### config.mk
export PLATFORM = sky130hd
export DESIGN_NAME = telemetry_frame_formatter
export DESIGN_NICKNAME = d
export VERILOG_FILES = /design/src/rtl/tff_pkg.sv /design/src/rtl/tff_front.sv /design/src/rtl/tff_queue.sv /design/src/rtl/tff_back.sv /design/src/rtl/telemetry_frame_formatter.sv
export SDC_FILE = /design/constraint.sdc
export NUM_CORES = 1
export LEC_CHECK = 0
export ABC_AREA = 1
export BUFFER_PORTS_ARGS = -buffer_cell sky130_fd_sc_hd__buf_2
export CAP_MARGIN = 0
export CORE_ASPECT_RATIO = 2
export CORE_MARGIN = 2
export CORE_UTILIZATION = 56
export DETAILED_ROUTE_END_ITERATION = 8
export PLACE_DENSITY = 0.79
export RECOVER_POWER = 100
export SYNTH_ARGS = -nofsm -noshare
export SYNTH_HDL_FRONTEND = slang
export SYNTH_HIERARCHICAL = 1
export SYNTH_SLANG_ARGS = --single-unit
### constraint.sdc
create_clock -name clk_i -period 6.65 [get_ports clk_i]
set_clock_uncertainty 0.15 [all_clocks]
set_input_delay 1.33 -clock clk_i [delete_from_list [all_inputs] [get_ports clk_i]]
set_output_delay 1.33 -clock clk_i [all_outputs]
set_load 0.005 [all_outputs]
### src/rtl/tff_pkg.sv
// ----------------------------------------------------------------------------
// tff_pkg
// Shared types and constants of the telemetry frame formatter.
// ----------------------------------------------------------------------------
package tff_pkg;

  localparam int unsigned QueueDepthDef = 2;

  localparam int unsigned CodeW = 8;
  localparam int unsigned CfgIdxW = 3;
  localparam int unsigned TwoW = 7;     // 0..99 fields
  localparam int unsigned TempW = 10;   // 0..999 tenths
  localparam int unsigned DigitW = 4;
  localparam int unsigned PosW = 6;     // byte position in a frame, up to 36

  localparam logic [TwoW-1:0]  SatTwo  = 7'd99;
  localparam logic [TempW-1:0] SatTemp = 10'd999;

  localparam logic [7:0] ByteStart = 8'h01;
  localparam logic [7:0] ByteEnd   = 8'hFE;
  localparam logic [7:0] Digit0    = 8'h30;

  localparam logic [PosW-1:0] LenTime   = 6'h0C;
  localparam logic [PosW-1:0] LenRef    = 6'h08;
  localparam logic [PosW-1:0] LenReport = 6'h25;
  localparam logic [PosW-1:0] LenClear  = 6'h04;

  typedef enum logic [CfgIdxW-1:0] {
    REG_CODE_TIME   = 3'd0,
    REG_CODE_REF    = 3'd1,
    REG_CODE_REPORT = 3'd2,
    REG_CODE_CLEAR  = 3'd3
  } reg_idx_e;

  typedef enum logic [1:0] {
    FRM_TIME   = 2'd0,
    FRM_REF    = 2'd1,
    FRM_REPORT = 2'd2,
    FRM_CLEAR  = 2'd3
  } frame_e;

  // one classified message, temperatures already split into whole degrees and tenths digit
  typedef struct packed {
    frame_e              frame;
    logic [CodeW-1:0]    command;
    logic [TwoW-1:0]     hours;
    logic [TwoW-1:0]     minutes;
    logic [TwoW-1:0]     seconds;
    logic [TwoW-1:0]     meas_whole;
    logic [DigitW-1:0]   meas_frac;
    logic [TwoW-1:0]     ref_whole;
    logic [DigitW-1:0]   ref_frac;
    logic [TwoW-1:0]     duty;
  } entry_t;

  typedef struct packed {
    logic   push;
    entry_t entry;
  } q_wr_t;

  typedef struct packed {
    logic   valid;
    entry_t entry;
  } q_rd_t;

  function automatic logic [PosW-1:0] frame_len(frame_e f);
    logic [PosW-1:0] len;
    case (f)
      FRM_TIME:   len = LenTime;
      FRM_REF:    len = LenRef;
      FRM_REPORT: len = LenReport;
      FRM_CLEAR:  len = LenClear;
      default:    len = LenClear;
    endcase
    return len;
  endfunction

endpackage

### src/rtl/tff_front.sv
// ----------------------------------------------------------------------------
// tff_front
// Holds the command codes, takes messages, classifies and clamps them and
// splits the temperatures into whole degrees and tenths for the queue.
// ----------------------------------------------------------------------------
module tff_front (
  input  logic                                clk_i,
  input  logic                                rst_ni,
  input  logic                                cfg_we_i,
  input  logic [tff_pkg::CfgIdxW-1:0]         cfg_idx_i,
  input  logic [tff_pkg::CodeW-1:0]           cfg_data_i,
  input  logic                                in_valid_i,
  output logic                                in_stall_o,
  input  logic [tff_pkg::CodeW-1:0]           command_i,
  input  logic [tff_pkg::TwoW-1:0]            hours_i,
  input  logic [tff_pkg::TwoW-1:0]            minutes_i,
  input  logic [tff_pkg::TwoW-1:0]            seconds_i,
  input  logic [tff_pkg::TempW-1:0]           measured_tenths_i,
  input  logic [tff_pkg::TempW-1:0]           reference_tenths_i,
  input  logic [tff_pkg::TwoW-1:0]            duty_percent_i,
  input  logic                                q_full_i,
  output tff_pkg::q_wr_t                      q_wr_o
);

  typedef struct packed {
    tff_pkg::frame_e                frame;
    logic [tff_pkg::CodeW-1:0]      command;
    logic [tff_pkg::TwoW-1:0]       hours;
    logic [tff_pkg::TwoW-1:0]       minutes;
    logic [tff_pkg::TwoW-1:0]       seconds;
    logic [tff_pkg::TempW-1:0]      meas;
    logic [tff_pkg::TempW-1:0]      refr;
    logic [tff_pkg::TwoW-1:0]       duty;
  } item_t;

  logic [tff_pkg::CodeW-1:0] code_time_q, code_ref_q, code_report_q, code_clear_q;
  logic                      known;
  tff_pkg::frame_e           frame;
  item_t                     item_d, item_q;
  logic                      hold_d, hold_q;
  logic                      accept, push;
  logic [17:0]               meas_prod, ref_prod;
  logic [tff_pkg::TwoW-1:0]  meas_whole, ref_whole;
  logic [tff_pkg::TempW-1:0] meas_rem, ref_rem;

  always_ff @(posedge clk_i or negedge rst_ni) begin
    if (!rst_ni) begin
      code_time_q   <= 8'd16;
      code_ref_q    <= 8'd32;
      code_report_q <= 8'd48;
      code_clear_q  <= 8'd64;
    end else if (cfg_we_i) begin
      case (cfg_idx_i)
        tff_pkg::REG_CODE_TIME:   code_time_q   <= cfg_data_i;
        tff_pkg::REG_CODE_REF:    code_ref_q    <= cfg_data_i;
        tff_pkg::REG_CODE_REPORT: code_report_q <= cfg_data_i;
        tff_pkg::REG_CODE_CLEAR:  code_clear_q  <= cfg_data_i;
        default: ;
      endcase
    end
  end

  // first match wins: time, reference, report, clear
  always_comb begin
    known = 1'b1;
    frame = tff_pkg::FRM_CLEAR;
    if (command_i == code_time_q) begin
      frame = tff_pkg::FRM_TIME;
    end else if (command_i == code_ref_q) begin
      frame = tff_pkg::FRM_REF;
    end else if (command_i == code_report_q) begin
      frame = tff_pkg::FRM_REPORT;
    end else if (command_i == code_clear_q) begin
      frame = tff_pkg::FRM_CLEAR;
    end else begin
      known = 1'b0;
    end
  end

  always_comb begin
    item_d.frame   = frame;
    item_d.command = command_i;
    item_d.hours   = (hours_i   > tff_pkg::SatTwo) ? tff_pkg::SatTwo : hours_i;
    item_d.minutes = (minutes_i > tff_pkg::SatTwo) ? tff_pkg::SatTwo : minutes_i;
    item_d.seconds = (seconds_i > tff_pkg::SatTwo) ? tff_pkg::SatTwo : seconds_i;
    item_d.meas    = (measured_tenths_i > tff_pkg::SatTemp) ? tff_pkg::SatTemp
                                                            : measured_tenths_i;
    item_d.refr    = (reference_tenths_i > tff_pkg::SatTemp) ? tff_pkg::SatTemp
                                                             : reference_tenths_i;
    item_d.duty    = (duty_percent_i > tff_pkg::SatTwo) ? tff_pkg::SatTwo : duty_percent_i;
  end

  assign in_stall_o = hold_q && q_full_i;
  assign accept     = in_valid_i && !in_stall_o;
  assign push       = hold_q && !q_full_i;

  // unknown commands are taken and dropped here
  always_comb begin
    hold_d = hold_q;
    if (push) begin
      hold_d = 1'b0;
    end
    if (accept && known) begin
      hold_d = 1'b1;
    end
  end

  always_ff @(posedge clk_i or negedge rst_ni) begin
    if (!rst_ni) begin
      hold_q <= 1'b0;
    end else begin
      hold_q <= hold_d;
    end
  end

  always_ff @(posedge clk_i) begin
    if (accept && known) begin
      item_q <= item_d;
    end
  end

  // t/10 as (t*205)>>11, exact for t below 1029
  assign meas_prod  = 18'(item_q.meas) * 18'd205;
  assign ref_prod   = 18'(item_q.refr) * 18'd205;
  assign meas_whole = meas_prod[17:11];
  assign ref_whole  = ref_prod[17:11];
  assign meas_rem   = item_q.meas - ({3'b0, meas_whole} * 10'd10);
  assign ref_rem    = item_q.refr - ({3'b0, ref_whole} * 10'd10);

  always_comb begin
    q_wr_o.push             = push;
    q_wr_o.entry.frame      = item_q.frame;
    q_wr_o.entry.command    = item_q.command;
    q_wr_o.entry.hours      = item_q.hours;
    q_wr_o.entry.minutes    = item_q.minutes;
    q_wr_o.entry.seconds    = item_q.seconds;
    q_wr_o.entry.meas_whole = meas_whole;
    q_wr_o.entry.meas_frac  = meas_rem[tff_pkg::DigitW-1:0];
    q_wr_o.entry.ref_whole  = ref_whole;
    q_wr_o.entry.ref_frac   = ref_rem[tff_pkg::DigitW-1:0];
    q_wr_o.entry.duty       = item_q.duty;
  end

endmodule

### src/rtl/tff_queue.sv
// ----------------------------------------------------------------------------
// tff_queue
// Short FIFO of classified messages between the front and the byte emitter.
// ----------------------------------------------------------------------------
module tff_queue #(
  parameter int unsigned Depth = tff_pkg::QueueDepthDef
) (
  input  logic           clk_i,
  input  logic           rst_ni,
  input  tff_pkg::q_wr_t q_wr_i,
  output logic           full_o,
  input  logic           pop_i,
  output tff_pkg::q_rd_t q_rd_o
);

  localparam int unsigned PtrW = (Depth > 1) ? $clog2(Depth) : 1;
  localparam int unsigned CntW = $clog2(Depth + 1);
  localparam logic [PtrW-1:0] LastPtr = PtrW'(Depth - 1);
  localparam logic [CntW-1:0] FullCnt = CntW'(Depth);

  tff_pkg::entry_t  mem_q [Depth];
  logic [PtrW-1:0]  wr_ptr_d, wr_ptr_q, rd_ptr_d, rd_ptr_q;
  logic [CntW-1:0]  cnt_d, cnt_q;
  logic             do_push, do_pop;

  assign full_o  = (cnt_q == FullCnt);
  assign do_push = q_wr_i.push && !full_o;
  assign do_pop  = pop_i && (cnt_q != '0);

  always_comb begin
    wr_ptr_d = wr_ptr_q;
    rd_ptr_d = rd_ptr_q;
    cnt_d    = cnt_q;
    if (do_push) begin
      wr_ptr_d = (wr_ptr_q == LastPtr) ? '0 : wr_ptr_q + 1'b1;
    end
    if (do_pop) begin
      rd_ptr_d = (rd_ptr_q == LastPtr) ? '0 : rd_ptr_q + 1'b1;
    end
    if (do_push && !do_pop) begin
      cnt_d = cnt_q + 1'b1;
    end else if (do_pop && !do_push) begin
      cnt_d = cnt_q - 1'b1;
    end
  end

  always_ff @(posedge clk_i or negedge rst_ni) begin
    if (!rst_ni) begin
      wr_ptr_q <= '0;
      rd_ptr_q <= '0;
      cnt_q    <= '0;
    end else begin
      wr_ptr_q <= wr_ptr_d;
      rd_ptr_q <= rd_ptr_d;
      cnt_q    <= cnt_d;
    end
  end

  always_ff @(posedge clk_i) begin
    if (do_push) begin
      mem_q[wr_ptr_q] <= q_wr_i.entry;
    end
  end

  assign q_rd_o.valid = (cnt_q != '0);
  assign q_rd_o.entry = mem_q[rd_ptr_q];

endmodule

### src/rtl/tff_back.sv
// ----------------------------------------------------------------------------
// tff_back
// Walks the head message byte by byte and drives the frame into the output
// register.
// ----------------------------------------------------------------------------
module tff_back (
  input  logic                        clk_i,
  input  logic                        rst_ni,
  input  tff_pkg::q_rd_t              q_rd_i,
  output logic                        pop_o,
  output logic                        out_valid_o,
  input  logic                        out_stall_i,
  output logic [7:0]                  frame_byte_o,
  output logic                        last_byte_o
);

  typedef enum logic [1:0] {
    SYM_CHAR = 2'd0,
    SYM_TENS = 2'd1,
    SYM_ONES = 2'd2,
    SYM_FRAC = 2'd3
  } sym_e;

  localparam logic [7:0] ChColon = 8'h3A;
  localparam logic [7:0] ChDash  = 8'h2D;
  localparam logic [7:0] ChDot   = 8'h2E;
  localparam logic [7:0] ChT     = 8'h54;
  localparam logic [7:0] ChM     = 8'h6D;
  localparam logic [7:0] ChR     = 8'h72;
  localparam logic [7:0] ChD     = 8'h44;
  localparam logic [7:0] ChPct   = 8'h25;

  tff_pkg::entry_t                e;
  logic [tff_pkg::PosW-1:0]       pos_d, pos_q, len, pay_idx, rep_idx;
  logic                           load, at_last;
  logic                           out_valid_d, out_valid_q;
  logic [7:0]                     byte_d, byte_q;
  logic                           last_q;
  sym_e                           sym;
  logic [7:0]                     ch;
  logic [tff_pkg::TwoW-1:0]       dval;
  logic [tff_pkg::DigitW-1:0]     frac;
  logic [13:0]                    tens_prod;
  logic [tff_pkg::DigitW-1:0]     tens;
  logic [tff_pkg::TwoW-1:0]       ones;
  logic [7:0]                     pay_byte;

  assign e       = q_rd_i.entry;
  assign len     = tff_pkg::frame_len(e.frame);
  assign at_last = (pos_q == len - 1'b1);
  assign load    = q_rd_i.valid && (!out_valid_q || !out_stall_i);
  assign pop_o   = load && at_last;

  // payload index mapped onto the report layout; reference reuses its Tr field
  assign pay_idx = pos_q - 6'd3;
  assign rep_idx = (e.frame == tff_pkg::FRM_REF) ? pay_idx + 6'd22 : pay_idx;

  always_comb begin
    sym  = SYM_CHAR;
    ch   = ChColon;
    dval = e.hours;
    frac = e.meas_frac;
    case (rep_idx)
      6'd0:  begin sym = SYM_TENS; dval = e.hours;      end
      6'd1:  begin sym = SYM_ONES; dval = e.hours;      end
      6'd2:  ch = ChColon;
      6'd3:  begin sym = SYM_TENS; dval = e.minutes;    end
      6'd4:  begin sym = SYM_ONES; dval = e.minutes;    end
      6'd5:  ch = ChColon;
      6'd6:  begin sym = SYM_TENS; dval = e.seconds;    end
      6'd7:  begin sym = SYM_ONES; dval = e.seconds;    end
      6'd8:  ch = ChDash;
      6'd9:  ch = ChDash;
      6'd10: ch = ChT;
      6'd11: ch = ChM;
      6'd12: ch = ChColon;
      6'd13: begin sym = SYM_TENS; dval = e.meas_whole; end
      6'd14: begin sym = SYM_ONES; dval = e.meas_whole; end
      6'd15: ch = ChDot;
      6'd16: begin sym = SYM_FRAC; frac = e.meas_frac;  end
      6'd17: ch = ChDash;
      6'd18: ch = ChDash;
      6'd19: ch = ChT;
      6'd20: ch = ChR;
      6'd21: ch = ChColon;
      6'd22: begin sym = SYM_TENS; dval = e.ref_whole;  end
      6'd23: begin sym = SYM_ONES; dval = e.ref_whole;  end
      6'd24: ch = ChDot;
      6'd25: begin sym = SYM_FRAC; frac = e.ref_frac;   end
      6'd26: ch = ChDash;
      6'd27: ch = ChDash;
      6'd28: ch = ChD;
      6'd29: ch = ChColon;
      6'd30: begin sym = SYM_TENS; dval = e.duty;       end
      6'd31: begin sym = SYM_ONES; dval = e.duty;       end
      6'd32: ch = ChPct;
      default: ch = ChColon;
    endcase
  end

  // v/10 as (v*103)>>10, exact for v up to 99
  assign tens_prod = 14'(dval) * 14'd103;
  assign tens      = tens_prod[13:10];
  assign ones      = dval - (7'(tens) * 7'd10);

  always_comb begin
    case (sym)
      SYM_TENS: pay_byte = tff_pkg::Digit0 + 8'(tens);
      SYM_ONES: pay_byte = tff_pkg::Digit0 + 8'(ones[tff_pkg::DigitW-1:0]);
      SYM_FRAC: pay_byte = tff_pkg::Digit0 + 8'(frac);
      SYM_CHAR: pay_byte = ch;
      default:  pay_byte = ch;
    endcase
  end

  always_comb begin
    if (pos_q == 6'd0) begin
      byte_d = tff_pkg::ByteStart;
    end else if (pos_q == 6'd1) begin
      byte_d = e.command;
    end else if (pos_q == 6'd2) begin
      byte_d = 8'(len);
    end else if (at_last) begin
      byte_d = tff_pkg::ByteEnd;
    end else begin
      byte_d = pay_byte;
    end
  end

  always_comb begin
    pos_d = pos_q;
    if (load) begin
      pos_d = at_last ? '0 : pos_q + 1'b1;
    end
    out_valid_d = out_valid_q;
    if (load) begin
      out_valid_d = 1'b1;
    end else if (!out_stall_i) begin
      out_valid_d = 1'b0;
    end
  end

  always_ff @(posedge clk_i or negedge rst_ni) begin
    if (!rst_ni) begin
      pos_q       <= '0;
      out_valid_q <= 1'b0;
    end else begin
      pos_q       <= pos_d;
      out_valid_q <= out_valid_d;
    end
  end

  always_ff @(posedge clk_i) begin
    if (load) begin
      byte_q <= byte_d;
      last_q <= at_last;
    end
  end

  assign out_valid_o  = out_valid_q;
  assign frame_byte_o = byte_q;
  assign last_byte_o  = last_q;

endmodule

### src/rtl/telemetry_frame_formatter.sv
// ----------------------------------------------------------------------------
// telemetry_frame_formatter
// Turns one telemetry message into an ASCII frame sent one byte per beat.
//
//   channel  handshake              payload
//   cfg      cfg_we_i               cfg_idx_i, cfg_data_i
//   in       in_valid_i/in_stall_o  command, hours, minutes, seconds, temps, duty
//   out      out_valid_o/out_stall_i frame_byte, last_byte
//
// A frame has 4, 8, 12 or 37 bytes, and the byte emitter gives one byte per
// cycle while out_stall_i is low; messages run back to back. The first byte
// passes the front register, the queue and the output register. Unknown
// commands are absorbed by the front. Reset restores the default command codes
// and empties the pipeline. The output register holds under out_stall_i; the
// front keeps taking messages until the queue and its own holding register
// are both full.
// ----------------------------------------------------------------------------
module telemetry_frame_formatter #(
  parameter int unsigned QueueDepth = tff_pkg::QueueDepthDef
) (
  input  logic                          clk_i,
  input  logic                          rst_ni,
  input  logic                          cfg_we_i,
  input  logic [tff_pkg::CfgIdxW-1:0]   cfg_idx_i,
  input  logic [tff_pkg::CodeW-1:0]     cfg_data_i,
  input  logic                          in_valid_i,
  output logic                          in_stall_o,
  input  logic [tff_pkg::CodeW-1:0]     command_i,
  input  logic [tff_pkg::TwoW-1:0]      hours_i,
  input  logic [tff_pkg::TwoW-1:0]      minutes_i,
  input  logic [tff_pkg::TwoW-1:0]      seconds_i,
  input  logic [tff_pkg::TempW-1:0]     measured_tenths_i,
  input  logic [tff_pkg::TempW-1:0]     reference_tenths_i,
  input  logic [tff_pkg::TwoW-1:0]      duty_percent_i,
  output logic                          out_valid_o,
  input  logic                          out_stall_i,
  output logic [7:0]                    frame_byte_o,
  output logic                          last_byte_o
);

  tff_pkg::q_wr_t q_wr;
  tff_pkg::q_rd_t q_rd;
  logic           q_full;
  logic           q_pop;

  tff_front u_front (
    .clk_i              (clk_i),
    .rst_ni             (rst_ni),
    .cfg_we_i           (cfg_we_i),
    .cfg_idx_i          (cfg_idx_i),
    .cfg_data_i         (cfg_data_i),
    .in_valid_i         (in_valid_i),
    .in_stall_o         (in_stall_o),
    .command_i          (command_i),
    .hours_i            (hours_i),
    .minutes_i          (minutes_i),
    .seconds_i          (seconds_i),
    .measured_tenths_i  (measured_tenths_i),
    .reference_tenths_i (reference_tenths_i),
    .duty_percent_i     (duty_percent_i),
    .q_full_i           (q_full),
    .q_wr_o             (q_wr)
  );

  tff_queue #(
    .Depth (QueueDepth)
  ) u_queue (
    .clk_i  (clk_i),
    .rst_ni (rst_ni),
    .q_wr_i (q_wr),
    .full_o (q_full),
    .pop_i  (q_pop),
    .q_rd_o (q_rd)
  );

  tff_back u_back (
    .clk_i        (clk_i),
    .rst_ni       (rst_ni),
    .q_rd_i       (q_rd),
    .pop_o        (q_pop),
    .out_valid_o  (out_valid_o),
    .out_stall_i  (out_stall_i),
    .frame_byte_o (frame_byte_o),
    .last_byte_o  (last_byte_o)
  );

  a_last_is_end: assert property (@(posedge clk_i) disable iff (!rst_ni)
    out_valid_o && last_byte_o |-> frame_byte_o == tff_pkg::ByteEnd)
    else $error("last byte flag on a byte other than the end byte");

  a_no_push_full: assert property (@(posedge clk_i) disable iff (!rst_ni)
    q_wr.push |-> !q_full)
    else $error("front pushed into a full queue");

  a_pop_valid: assert property (@(posedge clk_i) disable iff (!rst_ni)
    q_pop |-> q_rd.valid)
    else $error("back popped an empty queue");

  a_stall_when_full: assert property (@(posedge clk_i) disable iff (!rst_ni)
    in_stall_o |-> q_full)
    else $error("input stalled while the queue has room");

endmodule

==> results of run 1 <==
[sequential cells by signal (all words and copies together) (netlist names), 2 cells and up]
| register | cells |
|---|---|
| u_back/pos_q | 6 |
| u_front/code_clear_q | 8 |
| u_front/code_report_q | 8 |
| u_front/code_ref_q | 8 |
| u_front/item_q | 20 |
| u_front/code_time_q | 8 |
| u_queue/mem_q | 120 |
| u_back/frame_byte_o | 8 |
| u_front/q_wr_o | 38 |
| u_queue/cnt_q | 2 |
[metrics by stage]
stage / utilization / hold WS, ps
after floorplan: - / 292
after global placement: 0.586 / 272
after detailed placement: 0.586 / 280
after CTS: 0.613 / 282
after global routing: 0.630 / 295
final: 0.630 / 282
[what timing repair did]
| item | 4_1_cts | 5_1_grt |
|---|---|---|
| gates resized for setup | 10 | 80 |
| endpoints found under the setup margin | 1 | 3 |
| pin swaps | 5 | 50 |
| buffers inserted | 3 | 19 |
| hold endpoints to repair | 0 | 0 |
[per-layer routing]
layer,GRT usage,up-vias
met1,0.276,5012
met4,0.0667,0
met3,0.0203,59
met2,0.391,269
li1,-,5271
met5,0,-
[synth_stat cells (5+ instances only)]
| cell | n | area [sq um] |
|---|---|---|
| nand3_1 | 57 | 285 |
| dfrtp_1 | 39 | 976 |
| or2_2 | 14 | 87.6 |
| nor2_2 | 12 | 75.1 |
| fa_1 | 43 | 861 |
| buf_4 | 48 | 360 |
| nand2_2 | 21 | 131 |
| nand2_4 | 5 | 56.3 |
| nor3_1 | 9 | 45.0 |
| xor2_1 | 16 | 140 |
| clkbuf_1 | 22 | 82.6 |
| buf_6 | 6 | 67.6 |
| o21ai_0 | 46 | 230 |
| buf_2 | 5 | 25.0 |
| inv_2 | 14 | 52.6 |
| nand2_1 | 426 | 1600 |
| edfxtp_1 | 187 | 5620 |
| dfstp_2 | 5 | 131 |
| a21oi_1 | 42 | 210 |
| inv_1 | 193 | 724 |
| o21ai_1 | 10 | 50.1 |
| nor2_1 | 71 | 267 |
| xnor2_1 | 39 | 342 |
| nand4_1 | 22 | 138 |
| ha_1 | 153 | 1910 |
| a31oi_1 | 6 | 37.5 |
| nor2_4 | 5 | 56.3 |
| nand3_2 | 14 | 140 |
[path summary, 6_finish.rpt]
kind	start	end	slack, ps	cells after the start
max in group asynchronous	rst_ni	u_queue/rd_ptr_q$_DFFE_PN0P_	3390	1
worst max-delay path	u_back/pos_q[1]$_DFFE_PN0P_	u_back/frame_byte_o[2]$_SDFFCE_PN0P_	160	37
worst min-delay path	u_front/q_wr_o[29]$_SDFFCE_PN1P_	u_queue/mem_q[1][29]$_DFFE_PP_	280	0
min in group asynchronous	rst_ni	u_queue/cnt_q[0]$_DFFE_PN0P_	1410	1
worst min register to register	u_front/q_wr_o[29]$_SDFFCE_PN1P_	u_queue/mem_q[1][29]$_DFFE_PP_	280	0
worst max register to register	u_back/pos_q[1]$_DFFE_PN0P_	u_back/frame_byte_o[2]$_SDFFCE_PN0P_	160	37
[final cells by class]
| class | instances | area share |
|---|---|---|
| multi-input cells | 1051 | 0.441 |
| well taps | 348 | 0.0259 |
| repair buffers | 135 | 0.0465 |
| inverters | 212 | 0.0482 |
| clock inverters | 13 | 0.00647 |
| flip-flops and latches | 231 | 0.400 |
| clock buffers | 24 | 0.0319 |
[worst max-delay path, delay by kind of cell (launching register included)]
family                     cells  cell delay, ps
AOI/OAI and AO/OA              5             690
and+or+nand+nor               17            1710
DFF                            1             450
adders and majority gates      9            2860
buffers and inverters          6             420
[kinds of logic after synthesis]
kind of cell,after synthesis
XOR/XNOR,56
AO/OA/AOI/OAI,136
buffers and inverters,295
AND/OR/NAND/NOR,661
adder cells (fa/ha/maj),196
flip-flops,231
multiplexers,2
==> impl_metrics.ini, run 1 <==
[yosys]
synthSimpleGateAreaFrac = 0.193
yosysWarnings = 6
synthCells = 1577
synth.net_count = 1845
synthDistinctLibCells = 54
synth-edff-count = 187
synth.avg_cell_area_sq_um = 9.56
synthAdderAreaFrac = 0.184
async_reset_ff_frac = 0.190
synth_mux_area_frac = 0.00133
ys_seq_elements = 231
synth_ff_type = edfxtp_1
synth_area_sq_um = 15100
synthXorXnorAreaFrac = 0.0330
synth_top_family_by_area = simple AND/OR/NAND/NOR gates
ys_seq_area_frac = 0.446
synth_compound_area_frac = 0.0531

[routing]
wl_met2_um = 15900
met3WireLength_um = 1260
drt_iter0_markers = 718
vias = 10600
vias_per_cell = 5.27
drt-wirelength-per-cell_um = 15.2
wl_met1_um = 12700
drc = 0
totalWireLength_um = 30700
ant_nets = 0
maxUsedRoutingLayer = met4
drt_first_pass_iters = 5

[layout]
fin_nets = 1920
layout_commonest_cell = nand2_1
n_antenna_cell = 0
multi_input_area_sq_um = 7410
fillCellCount = 2102
stdcell_area_sq_um = 16800
layout_common_cells = 414 x nand2_1, 187 x edfxtp_1, 177 x inv_1
seq_area_sq_um = 6730
syn_to_final_growth_pct = 11.5
post_route_cells_drive_above_1_share = 0.180
finalNonFillerCells = 2014

[floorplanning]
die_y_um = 236
initial_core_util = 0.565
ios = 83
core_sq_um = 26700
dieArea_sq_um = 28300
rows = 85
die_w_um = 120

[clocking]
hold_buffers = 0
clock_path_buffers = 3
cts_tree = built
cts_sinks = 231
numCtsBuffers = 21
clkSlewWorstSetupHoldPaths_ps = 70
clockRootBuffer = clkbuf_16
clk_latency_ps = 510
htreeDepth = 1

[setup_path]
criticalPathCategory = register to register
slowest_delay_ps = 590
endpoint_kind = register
cp-start-kind = register
cpMaxStageDelayCell = fa_1
worstPathRequired_ps = 6860
path_max_fanout = 6
cp.arrival_ps = 6700

[sta]
maxSlewHeadroom = -1.27
setup_viol_count_final = 0
drv_slew = 226
finalCritPeriodShare = 0.975
fin_ws_ps = 164
tightestPinTransition_ps = 3410
post-route-min-period_ps = 6490
clock.fmax_mhz = 154
fin_tns_setup_ps = 0
hold_viol_final = 0

[run]
cap_violations = 4

[outcome]
run_status = finished, violations left
violations = max-capacitance violations, max-slew violations

[worst_hold_path]
hold_class = register to register

[global_routing]
grt_max_degree = 61
overflow = 0
grt_pass1_vias = 10700
grt_usage = 0.218
antenna_found_initial = 0
grt_pass1_wl_um = 50100

[placed_design]
post_dp_cell_area_sq_um = 15600
dp_hpwl_um = 22500
port_buffers = 82
place.gp.congestion = 0.949
dpl_worst_slack_ps = -74.9
dpl.cell_count = 1955
Power of run 1 is not shown: default switching activity piles up to over one toggle a cycle in this logic, so the estimate is an artifact.
==> inputs of run 2 (changes only) <==
- MAX_ROUTING_LAYER: unset -> met4
==> run 2 against run 1 <==
The run still ends with max-capacitance violations, max-slew violations left. Sequential cell count unchanged. Register-to-register slack improved by 30 ps. Cell count fell by 0.30%. Design area about the same. Critical path type unchanged. Global-route usage is 0.27 points higher. Maximum frequency grew 0.51%. Wire length shrank 3.5%.
==> impl_metrics.ini, run 2 (synthesis results as in run 1) <==
[setup_path]
endpoint_kind = register
cp-start-kind = register
cpMaxStageDelayCell = fa_1
worst_path_most_repeated_cell = ha_4
r2r_end = u_back/frame_byte_o[2]$_SDFFCE_PN0P_
critical_path_buf_inv_count = 4
crit_family = adder cells
path_max_fanout = 4
r2r-start = u_back/pos_q[1]$_DFFE_PN0P_
rr_worst_depth = 32
cp.arrival_ps = 6670
worstPathRequired_ps = 6870
criticalPathCategory = register to register
startpoint = u_back/pos_q[1]$_DFFE_PN0P_
slowest_delay_ps = 560
rrSetupSlack_ps = 200

[routing]
ant_nets = 0
drc = 0
vias_per_cell = 5.23
vias = 10500
totalWireLength_um = 29600
drt_iter0_markers = 684
drt_first_pass_iters = 8
drt-wirelength-per-cell_um = 14.7

[layout]
fillCellCount = 2134
post_route_cells_drive_above_1_share = 0.171
layout_commonest_cell = nand2_1
n_antenna_cell = 0
layout_common_cells = 417 x nand2_1, 187 x edfxtp_1, 184 x inv_1
seq_area_sq_um = 6720
multi_input_area_sq_um = 7410
largest_register_ff_count = 120
syn_to_final_growth_pct = 11.4
finalNonFillerCells = 2008
fin_util = 0.629
fin_nets = 1912
regMostFlops = u_queue/mem_q

[sta]
fin_ws_ps = 196
setup_viol_count_final = 0
finalCritPeriodShare = 0.970
tightestPinTransition_ps = 3350
drv_slew = 226
post-route-min-period_ps = 6450
maxSlewHeadroom = -1.23
hold_viol_final = 0
clock.fmax_mhz = 155

[floorplanning]
rows = 85
die_w_um = 120
die_y_um = 236
initial_core_util = 0.565
ios = 83
dieArea_sq_um = 28300
core_sq_um = 26700

[run]
cap_violations = 4

[placed_design]
dp_hpwl_um = 22200
dpl.cell_count = 1955
port_buffers = 82
place.gp.congestion = 0.949
dpl_worst_slack_ps = -61.3

[worst_hold_path]
min_to = u_queue/mem_q[0][47]$_DFFE_PP_
min_from = u_front/q_wr_o[47]$_SDFFCE_PN0P_
hold_class = register to register
whs_path_depth = 0

[clocking]
numCtsBuffers = 22
cts_sinks = 231
clockRootBuffer = clkbuf_16
clock_path_buffers = 3
clk_latency_ps = 530
hold_buffers = 0
clkSlewWorstSetupHoldPaths_ps = 70
cts_tree = built
htreeDepth = 1

[global_routing]
grt_max_degree = 61
grt_usage = 0.221
overflow = 0
grt_pass1_wl_um = 49000
antenna_found_initial = 0
grt_pass1_vias = 10400

[outcome]
run_status = finished, violations left
violations = max-capacitance violations, max-slew violations
-- run 2: worst max-delay path by stage --
stage / depth (start not counted) / end
finish: 32 / u_back/frame_byte_o[2]$_SDFFCE_PN0P_
floorplan: 35 / u_back/frame_byte_o[2]$_SDFFCE_PN0P_
global placement: 32 / u_back/frame_byte_o[2]$_SDFFCE_PN0P_
CTS: 34 / u_back/frame_byte_o[2]$_SDFFCE_PN0P_
global route: 37 / u_back/frame_byte_o[2]$_SDFFCE_PN0P_
detailed placement: 32 / u_back/frame_byte_o[2]$_SDFFCE_PN0P_
-- run 2: cell type report --
cell class / count / share of cell area
well taps: 348 / 0.0259
flip-flops and latches: 231 / 0.400
clock inverters: 11 / 0.00730
repair buffers: 126 / 0.0418
multi-input cells: 1051 / 0.441
clock buffers: 29 / 0.0355
inverters: 212 / 0.0483
-- run 2: timing repair --
action | in CTS | in global routing
setup endpoints to repair | 1 | 3
pin swaps | 6 | 44
buffers inserted | 4 | 9
resized for setup | 7 | 67
-- run 2: through the flow --
step	setup TNS [ps]	cell area, sq um	hold WS, ps
after floorplan	0	15100	292
after global placement	0	15600	273
after detailed placement	-61.3	15600	280
after CTS	0	16400	294
after global routing	-80.6	16800	301
final	0	16800	293
-- run 2: worst register-to-register path, delay by kind of cell, from the launching register on --
kind	cells	cell delay, ps
DFF	1	430
and+or+nand+nor	11	1320
adders and majority gates	8	2640
buffers and inverters	4	280
AOI/OAI and AO/OA	8	1290
xor gates and xnor gates	1	200
-- run 2: metal layers --
| layer | GRT usage | share of wire | up-vias | wire length [um] |
|---|---|---|---|---|
| met2 | 0.380 | 0.51 | 260 | 15100 |
| met1 | 0.270 | 0.42 | 4935 | 12400 |
| met4 | 0.0713 | 0.030 | 0 | 899 |
| met5 | - | 0 | - | 0 |
| met3 | 0.0244 | 0.041 | 60 | 1210 |
| li1 | - | - | 5251 | - |
Power of run 2 is left out for the same reason.
==> inputs of run 3 (changes only) <==
- RECOVER_POWER: 100 -> unset
==> run 3 against run 2 <==
Hold slack improved by 0.64 ps. First-iteration DRC count rose by 4.5%. Clock-buffer cell count did not move. Design area rose by 0.33%. Sequential share of layout area fell by 0.13 points. Global-route usage did not move. The run now ends clean. Utilization rose by 0.21 points. Wire length fell by 0.28%. Worst setup slack improved by 0.66 ps. Register-to-register slack barely moved.
==> impl_metrics.ini, run 3 (synthesis results as in run 1) <==
[global_routing]
grt_pass1_wl_um = 49000
antenna_found_initial = 0
grt_max_degree = 61
grt_usage = 0.221
grt_pass1_vias = 10400
overflow = 0

[setup_path]
cpMaxStageDelayCell = fa_1
startpoint = u_back/pos_q[1]$_DFFE_PN0P_
worst_path_most_repeated_cell = ha_4
slowest_delay_ps = 560
worstPathRequired_ps = 6870
cp-start-kind = register
r2r-start = u_back/pos_q[1]$_DFFE_PN0P_
path_max_fanout = 4
cp.arrival_ps = 6670
criticalPathCategory = register to register
rrSetupSlack_ps = 200
endpoint_kind = register

[layout]
syn_to_final_growth_pct = 11.8
largest_register_ff_count = 120
stdcell_area_sq_um = 16900
fin_nets = 1912
layout_common_cells = 417 x nand2_1, 187 x edfxtp_1, 184 x inv_1
n_antenna_cell = 0
post_route_cells_drive_above_1_share = 0.190
fillCellCount = 2119
layout_commonest_cell = nand2_1
regMostFlops = u_queue/mem_q

[routing]
drt_iter0_markers = 715
vias_per_cell = 5.23
ant_nets = 0
met3WireLength_um = 1230
wl_met2_um = 15100
drc = 0
drt-wirelength-per-cell_um = 14.7
totalWireLength_um = 29500
drt_first_pass_iters = 8
vias = 10500
wl_met1_um = 12300
maxUsedRoutingLayer = met4

[clocking]
htreeDepth = 1
clock_path_buffers = 3
clk_latency_ps = 530
cts_sinks = 231
numCtsBuffers = 22
cts_tree = built
clkSlewWorstSetupHoldPaths_ps = 70
clockRootBuffer = clkbuf_16

[sta]
clock.fmax_mhz = 155
tightestPinTransition_ps = 1010
hold_viol_final = 0
post-route-min-period_ps = 6450
finalCritPeriodShare = 0.970
setup_viol_count_final = 0
drv_slew = 0
maxSlewHeadroom = 0.326

[outcome]
run_status = completed

[floorplanning]
die_w_um = 120
initial_core_util = 0.565
dieArea_sq_um = 28300
core_sq_um = 26700
rows = 85
die_y_um = 236
ios = 83

[placed_design]
dp_hpwl_um = 22200
port_buffers = 82
post_dp_cell_area_sq_um = 15600
place.gp.congestion = 0.949

[worst_hold_path]
min_from = u_front/q_wr_o[47]$_SDFFCE_PN0P_
hold_class = register to register

[run]
cap_violations = 0
[run 3: cell count changes in the layout (fill, tap and decap cells not counted), sizes merged]
cell / change
clkbuf: -24
buf: +24
inv: +2
clkinv: -2
[run 3: timing repair]
item | 4_1_cts | 5_1_grt
buffers inserted | 4 | 9
cloned | 0 | 0
resized for setup | 7 | 67
hold buffers | 0 | 0
endpoints found under the setup margin | 1 | 3
pin swaps | 6 | 44
[run 3: layout make-up]
| cell class | instances | area [sq um] | share of cell area |
|---|---|---|---|
| sequential | 231 | 6720 | 0.399 |
| clock buffer | 29 | 597 | 0.0354 |
| timing repair buffer | 126 | 741 | 0.0439 |
| multi-input combinational | 1051 | 7430 | 0.441 |
| clock inverter | 11 | 123 | 0.00727 |
| tap | 348 | 435 | 0.0258 |
| inverter | 212 | 811 | 0.0481 |
[run 3: layer usage]
layer,track usage,vias up
met5,-,-
met4,0.0713,0
met3,0.0244,59
met2,0.380,267
met1,0.270,4933
li1,-,5251
[run 3: metrics by stage]
stage | instances | setup WS [ps] | util | setup TNS, ps | hold WS [ps]
floorplan | 1577 | 61.7 | - | 0 | 292
global placement | 1955 | 87.3 | 0.586 | 0 | 273
detailed placement | 1955 | -61.3 | 0.586 | -61.3 | 280
CTS | 1999 | 5.59 | 0.616 | 0 | 294
global route | 2008 | -80.6 | 0.631 | -80.6 | 301
finish | 2008 | 197 | 0.631 | 0 | 294
[run 3: final timing paths]
| kind | depth (start not counted) | to |
|---|---|---|
| setup / recovery | 32 | u_back/frame_byte_o[2]$_SDFFCE_PN0P_ |
| hold / removal | 0 | u_queue/mem_q[0][47]$_DFFE_PP_ |
| setup reg to reg | 32 | u_back/frame_byte_o[2]$_SDFFCE_PN0P_ |
| hold reg to reg | 0 | u_queue/mem_q[0][47]$_DFFE_PP_ |
| max in group asynchronous | 1 | u_queue/rd_ptr_q$_DFFE_PN0P_ |
| min in group asynchronous | 1 | u_back/pos_q[2]$_DFFE_PN0P_ |
[run 3: worst max-delay path: cells and delay by family (launching register included)]
| family | cells | cell delay [ps] |
|---|---|---|
| flip-flops | 1 | 430 |
| adder cells (fa/ha/maj) | 8 | 2640 |
| XOR/XNOR | 1 | 200 |
| buffers and inverters | 4 | 280 |
| AO/OA/AOI/OAI | 8 | 1280 |
| AND/OR/NAND/NOR | 11 | 1300 |
Power of run 3 is left out for the same reason.
